===== config.mk =====
export PLATFORM = sky130hd
export DESIGN_NAME = r5sps_seq
export DESIGN_NICKNAME = d
export VERILOG_FILES = /design/src/hw/rtl/raid5_stripe_parity_store_unit_assert.svh /design/src/hw/rtl/r5sps_pkg.sv /design/src/hw/rtl/r5sps_seq.sv
export SDC_FILE = /design/constraint.sdc
export NUM_CORES = 1
export LEC_CHECK = 0
export ABC_CLOCK_PERIOD_IN_PS = 3600
export CORE_MARGIN = 8
export CORE_UTILIZATION = 45
export DETAILED_ROUTE_END_ITERATION = 8
export DONT_BUFFER_PORTS = 1
export PLACE_DENSITY = 0.71
export SLEW_MARGIN = 20
export SYNTH_ARGS = -nofsm -noshare
export SYNTH_HDL_FRONTEND = slang
export SYNTH_SLANG_ARGS = --single-unit

===== constraint.sdc =====
create_clock -name clk -period 3.6 [get_ports clk]
set_input_delay 0.72 -clock clk [delete_from_list [all_inputs] [get_ports clk]]
set_output_delay 0.72 -clock clk [all_outputs]
set_load 0.05 [all_outputs]

===== src/hw/rtl/raid5_stripe_parity_store_unit_assert.svh =====
// Assertion macros shared by the RAID-5 parity store RTL.
`ifndef RAID5_STRIPE_PARITY_STORE_UNIT_ASSERT_SVH
`define RAID5_STRIPE_PARITY_STORE_UNIT_ASSERT_SVH

`ifndef SYNTHESIS
// A property checked on every rising clk edge outside of reset.
`define R5SPS_ASSERT(label, prop, msg) \
    label: assert property (@(posedge clk) disable iff (!rst_n) prop) \
        else $error(msg);
// An overlapping implication checked on every rising clk edge outside of reset.
`define R5SPS_ASSERT_IMP(label, ante, cons, msg) \
    `R5SPS_ASSERT(label, (ante) |-> (cons), msg)
`else
`define R5SPS_ASSERT(label, prop, msg)
`define R5SPS_ASSERT_IMP(label, ante, cons, msg)
`endif

`endif


===== src/hw/rtl/r5sps_pkg.sv =====
// Shared types, codes and the microprogram of the RAID-5 parity store.
package r5sps_pkg;

    localparam int DATA_W     = 8;
    localparam int DISK_W     = 3;
    localparam int STRIPE_W   = 2;
    localparam int BLOCK_W    = 2;
    localparam int OFFSET_W   = 4;
    localparam int TDATA_W    = 24;
    localparam int IN_USER_W  = 1;
    localparam int OUT_USER_W = 2;
    localparam int CFG_IDX_W  = 1;
    localparam int CFG_DATA_W = 3;
    localparam int STEP_W     = 4;

    localparam logic [DATA_W-1:0] NEWLINE_CHAR = 8'd10;
    localparam logic [DATA_W-1:0] SPACE_CHAR   = 8'd32;

    localparam logic [CFG_IDX_W-1:0] REG_FAILED_DISK = 1'd0;
    localparam logic [CFG_IDX_W-1:0] REG_DEGRADED    = 1'd1;

    // Wait modes of a step.
    localparam logic [1:0] WAIT_NONE = 2'd0;
    localparam logic [1:0] WAIT_IN   = 2'd1;
    localparam logic [1:0] WAIT_OUT  = 2'd2;

    // Jump conditions.
    localparam logic [2:0] JC_NEXT      = 3'd0;
    localparam logic [2:0] JC_ALWAYS    = 3'd1;
    localparam logic [2:0] JC_IS_READ   = 3'd2;
    localparam logic [2:0] JC_FULL      = 3'd3;
    localparam logic [2:0] JC_BAD       = 3'd4;
    localparam logic [2:0] JC_REBUILD   = 3'd5;
    localparam logic [2:0] JC_LOOP_MORE = 3'd6;
    localparam logic [2:0] JC_CLR_MORE  = 3'd7;

    // Memory address sources.
    localparam logic [2:0] AS_CLR  = 3'd0;
    localparam logic [2:0] AS_PAR  = 3'd1;
    localparam logic [2:0] AS_DATA = 3'd2;
    localparam logic [2:0] AS_RD   = 3'd3;
    localparam logic [2:0] AS_LOOP = 3'd4;

    // Memory write data sources.
    localparam logic [1:0] WS_ZERO = 2'd0;
    localparam logic [1:0] WS_PARX = 2'd1;
    localparam logic [1:0] WS_DATA = 2'd2;

    // Accumulator operations.
    localparam logic [1:0] AC_HOLD = 2'd0;
    localparam logic [1:0] AC_CLR  = 2'd1;
    localparam logic [1:0] AC_LOAD = 2'd2;
    localparam logic [1:0] AC_XORP = 2'd3;

    // Rebuild loop counter operations.
    localparam logic [1:0] LP_HOLD = 2'd0;
    localparam logic [1:0] LP_CLR  = 2'd1;
    localparam logic [1:0] LP_INC  = 2'd2;

    // Result kinds.
    localparam logic [2:0] EMIT_NONE    = 3'd0;
    localparam logic [2:0] EMIT_WRITE   = 3'd1;
    localparam logic [2:0] EMIT_REFUSE  = 3'd2;
    localparam logic [2:0] EMIT_READ    = 3'd3;
    localparam logic [2:0] EMIT_REBUILT = 3'd4;
    localparam logic [2:0] EMIT_BAD     = 3'd5;

    // Microprogram step addresses.
    localparam logic [STEP_W-1:0] ST_CLR   = 4'd0;
    localparam logic [STEP_W-1:0] ST_IDLE  = 4'd1;
    localparam logic [STEP_W-1:0] ST_WR0   = 4'd2;
    localparam logic [STEP_W-1:0] ST_WR1   = 4'd3;
    localparam logic [STEP_W-1:0] ST_WR2   = 4'd4;
    localparam logic [STEP_W-1:0] ST_WFULL = 4'd5;
    localparam logic [STEP_W-1:0] ST_RD0   = 4'd6;
    localparam logic [STEP_W-1:0] ST_RD1   = 4'd7;
    localparam logic [STEP_W-1:0] ST_RD2   = 4'd8;
    localparam logic [STEP_W-1:0] ST_RL    = 4'd9;
    localparam logic [STEP_W-1:0] ST_RF    = 4'd10;
    localparam logic [STEP_W-1:0] ST_RBAD  = 4'd11;

    typedef struct packed {
        logic [1:0]        wait_mode;
        logic [2:0]        cond;
        logic [STEP_W-1:0] target;
        logic [2:0]        addr_sel;
        logic              rd_en;
        logic              wr_en;
        logic [1:0]        wr_sel;
        logic [1:0]        acc_op;
        logic [1:0]        loop_op;
        logic              wcnt_inc;
        logic              clr_inc;
        logic [2:0]        emit;
    } ctrl_t;

    typedef struct packed {
        logic is_read;
        logic full;
        logic bad;
        logic rebuild;
        logic loop_more;
        logic clr_more;
    } cond_t;

    typedef struct packed {
        logic                func;
        logic [DATA_W-1:0]   data_byte;
        logic [DISK_W-1:0]   disk;
        logic [STRIPE_W-1:0] stripe;
        logic [BLOCK_W-1:0]  block;
        logic [OFFSET_W-1:0] offset;
    } item_t;

    typedef struct packed {
        logic [DATA_W-1:0]   result_byte;
        logic [DISK_W-1:0]   where_disk;
        logic [STRIPE_W-1:0] where_stripe;
        logic [BLOCK_W-1:0]  where_block;
        logic [OFFSET_W-1:0] where_offset;
        logic                accepted;
        logic                rebuilt;
    } result_t;

    localparam ctrl_t CTRL_NOP = '0;

    // Control store: one control word per step.
    function automatic ctrl_t ucode_rom(input logic [STEP_W-1:0] step);
        ctrl_t w;
        w = CTRL_NOP;
        case (step)
            ST_CLR:
            begin
                w.addr_sel = AS_CLR;
                w.wr_en    = 1'b1;
                w.wr_sel   = WS_ZERO;
                w.clr_inc  = 1'b1;
                w.cond     = JC_CLR_MORE;
                w.target   = ST_CLR;
            end
            ST_IDLE:
            begin
                w.wait_mode = WAIT_IN;
                w.cond      = JC_IS_READ;
                w.target    = ST_RD0;
            end
            ST_WR0:
            begin
                w.addr_sel = AS_PAR;
                w.rd_en    = 1'b1;
                w.cond     = JC_FULL;
                w.target   = ST_WFULL;
            end
            ST_WR1:
            begin
                w.addr_sel = AS_PAR;
                w.wr_en    = 1'b1;
                w.wr_sel   = WS_PARX;
            end
            ST_WR2:
            begin
                w.wait_mode = WAIT_OUT;
                w.addr_sel  = AS_DATA;
                w.wr_en     = 1'b1;
                w.wr_sel    = WS_DATA;
                w.wcnt_inc  = 1'b1;
                w.emit      = EMIT_WRITE;
                w.cond      = JC_ALWAYS;
                w.target    = ST_IDLE;
            end
            ST_WFULL:
            begin
                w.wait_mode = WAIT_OUT;
                w.emit      = EMIT_REFUSE;
                w.cond      = JC_ALWAYS;
                w.target    = ST_IDLE;
            end
            ST_RD0:
            begin
                w.acc_op  = AC_CLR;
                w.loop_op = LP_CLR;
                w.cond    = JC_BAD;
                w.target  = ST_RBAD;
            end
            ST_RD1:
            begin
                w.addr_sel = AS_RD;
                w.rd_en    = 1'b1;
                w.cond     = JC_REBUILD;
                w.target   = ST_RL;
            end
            ST_RD2:
            begin
                w.wait_mode = WAIT_OUT;
                w.acc_op    = AC_LOAD;
                w.emit      = EMIT_READ;
                w.cond      = JC_ALWAYS;
                w.target    = ST_IDLE;
            end
            ST_RL:
            begin
                w.addr_sel = AS_LOOP;
                w.rd_en    = 1'b1;
                w.acc_op   = AC_XORP;
                w.loop_op  = LP_INC;
                w.cond     = JC_LOOP_MORE;
                w.target   = ST_RL;
            end
            ST_RF:
            begin
                w.wait_mode = WAIT_OUT;
                w.acc_op    = AC_XORP;
                w.emit      = EMIT_REBUILT;
                w.cond      = JC_ALWAYS;
                w.target    = ST_IDLE;
            end
            ST_RBAD:
            begin
                w.wait_mode = WAIT_OUT;
                w.emit      = EMIT_BAD;
                w.cond      = JC_ALWAYS;
                w.target    = ST_IDLE;
            end
            default:
            begin
                w.cond   = JC_ALWAYS;
                w.target = ST_IDLE;
            end
        endcase
        return w;
    endfunction

endpackage


===== src/hw/rtl/r5sps_seq.sv =====
// Microprogram sequencer: step counter, control store lookup and jump logic.
module r5sps_seq
    import r5sps_pkg::*;
(
    input  logic  clk,
    input  logic  rst_n,
    input  cond_t flags,
    input  logic  in_valid,
    input  logic  out_free,
    output ctrl_t ctrl,
    output logic  go
);

    logic [STEP_W-1:0] step_reg;
    logic [STEP_W-1:0] step_next;
    logic              cond_true;

    assign ctrl = ucode_rom(step_reg);

    // A step that waits on a handshake holds until that side is ready.
    always_comb
    begin
        case (ctrl.wait_mode)
            WAIT_IN:  go = in_valid;
            WAIT_OUT: go = out_free;
            default:  go = 1'b1;
        endcase
    end

    always_comb
    begin
        case (ctrl.cond)
            JC_ALWAYS:    cond_true = 1'b1;
            JC_IS_READ:   cond_true = flags.is_read;
            JC_FULL:      cond_true = flags.full;
            JC_BAD:       cond_true = flags.bad;
            JC_REBUILD:   cond_true = flags.rebuild;
            JC_LOOP_MORE: cond_true = flags.loop_more;
            JC_CLR_MORE:  cond_true = flags.clr_more;
            default:      cond_true = 1'b0;
        endcase
    end

    always_comb
    begin
        if (!go)
        begin
            step_next = step_reg;
        end
        else if (cond_true)
        begin
            step_next = ctrl.target;
        end
        else
        begin
            step_next = step_reg + STEP_W'(1);
        end
    end

    always_ff @(posedge clk or negedge rst_n)
    begin
        if (!rst_n)
        begin
            step_reg <= ST_CLR;
        end
        else
        begin
            step_reg <= step_next;
        end
    end

endmodule


==> results.tsv <==
metric	value	unit
wl_per_cell	17.7	um
clock_latency	0.23	ns
endpoint_kind	primary output	
synth_top_family_by_area	compound AO/OA/AOI/OAI gates	
setup_viol	0	
hpwl	1.84	mm
synthMuxAreaShare	0.0376	
path_buf_inv	3	
cp_slowest_stage_delay	0.44	ns
die_h	58.1	um
drv_slew	0	
first_global_vias	742	
synth-main-ff-cell	dfrtp_1	
setup_slack	0.248	ns
avgSynthCellArea	7.46	um^2
syn_area	798	um^2
worstPathRequired	2.88	ns
die_area	3380	um^2
nNetsFinal	134	
area_growth	13.3	%
grt_pass1_wl	3.64	mm
hold_viol	0	
tightest_slew	1.06	ns
timing.fmax	0.298	GHz
drt-pass1-iter-count	4	
cp_cell_sequence	ha_1 > inv_1 > o21ai_1 > a221oi_2 > inv_1 > ha_1 > a221oi_2 > inv_2	
cp.arrival	2.63	ns
final_cell_mix	15 x nor2_1, 14 x inv_1, 13 x buf_4	
synthArstFlopShare	1.00	
r2r_cells	9	
cp.depth	8	
run_status	complete, no violations	
crit_path_max_fanout	11	
cts_setup_buffers	0	
drive_above_1_share	0.261	
ys_ff_latch	4	
root_buffer	clkbuf_4	
finalCriticalPeriod	3.35	ns
grt_antenna_before_repair	0	
synth_fa_ha_area_frac	0.110	
n_antenna_cell	0	
synth_edf_count	0	
post_cts_resized	1	
tns	0	ns
startpoint	step_reg[0]	
core-area	1690	um^2
synth_xor_area_frac	0	
clock_path_buffers	2	
finalCritPeriodShare	0.931	
start_kind	flip-flop	
post-route-util	0.536	
path_class	flip-flop to primary output	
port_buffers	0	
crit_family	compound AO/OA/AOI/OAI gates	
rsz0062_at_grt	no	
cts-hold-fix-buffers	0	
drt_iter0_drc	34	
path_clk_slew	0.04	ns
finalClockSkew	0.00237	ns
crit_slowest_cell	dfrtp_1	
numCtsBuffers	3	
wirelength	2.33	mm
die_x	58.1	um
syn-num-nets	124	
vias_per_cell	6.08	
synth-compound-area-share	0.313	
grt_max_degree	15	
synth_simple_gate_area_share	0.277	
grt.total_usage	0.132	
yosysSeqAreaShare	0.125	
dp_worst_setup_slack	0.168	ns
drc_errors	0	
synthDistinctLibCells	35	
num_vias	803	
io_pins	36	
maxCapViolations	0	
grt_overflow_total	0	
cts_tree	built	
netlist_instances	107	
place_congestion	0.917	
yosys_warnings	0	
largest_reg_flops	4	
ant_nets	0	
initial_core_util	0.473	
hold_class	input pin to asynchronous set/reset pin	
cts.sinks	4	
final_common_cell	nor2_1	
regToRegStartpoint	step_reg[0]	
htree_levels	1	
rows	15	
maxSlewHeadroom	0.287	
[synthesized netlist by cell type (2+ instances only)]
| cell type | number | area share |
|---|---|---|
| a221oi_1 | 2 | 0.022 |
| mux2i_1 | 3 | 0.038 |
| a21oi_1 | 5 | 0.031 |
| nor3b_1 | 2 | 0.019 |
| o21ai_0 | 10 | 0.063 |
| dfrtp_1 | 4 | 0.13 |
| buf_4 | 3 | 0.028 |
| nand2_1 | 7 | 0.033 |
| nand2b_1 | 6 | 0.047 |
| ha_1 | 7 | 0.11 |
| nor2_1 | 15 | 0.071 |
| inv_1 | 15 | 0.071 |
| nor3_1 | 4 | 0.025 |
| buf_2 | 3 | 0.019 |
[cells by family (layout without fill, tap and decap cells)]
family          count (synthesis)  in the layout
compound gates                 29             29
fa+ha+maj                       7              7
buf+inv                        23             31
flops                           4              4
mux                             3              3
simple gates                   41             41
[metal layers]
metal  global-route usage  vias to the layer above  part of all wire
met5                    0                        -                 0
met4               0.0559                        0            0.0077
met3               0.0287                        2             0.088
met2                0.226                       40              0.51
met1                0.154                      378              0.39
li1                     -                      383                 -
[path summary, 6_finish.rpt]
| check | endpoint | slack [ns] |
|---|---|---|
| worst max-delay path | go | 0.25 |
| worst min-delay path | step_reg[3] | 0.19 |
| worst max register to register | step_reg[0] | 0.78 |
| worst min register to register | step_reg[0] | 0.63 |
| max in group asynchronous | step_reg[2] | 3.35 |
| min in group clk | step_reg[0] | 0.63 |
[per-stage QoR]
stage / instances / hold WS [ns] / instance area (um^2)
3_3_place_gp: 129 / 0.425 / 870
6_report: 132 / 0.185 / 905
4_1_cts: 132 / 0.184 / 898
2_1_floorplan: 107 / 0.424 / 798
5_1_grt: 132 / 0.173 / 905
3_5_place_dp: 129 / 0.425 / 870
[worst reg2reg max path, cell delays in order, from the launching register on]
cell,delay (ns)
dfrtp_1,0.44
ha_1,0.36
inv_1,0.20
o21ai_1,0.13
a221oi_2,0.31
inv_1,0.09
ha_1,0.30
a221oi_2,0.31
inv_2,0.25
a311oi_1,0.32
[final cells by class]
| type | count | area, um^2 |
|---|---|---|
| fill | 151 | 785 |
| tap | 17 | 21.3 |
| timing repair buffer | 13 | 97.6 |
| clock buffer | 3 | 22.5 |
| inverter | 15 | 56.3 |
| sequential | 4 | 100 |
| multi-input combinational | 80 | 607 |
Power is not shown: default switching activity piles up to over one toggle a cycle in this logic, so the estimate is an artifact.
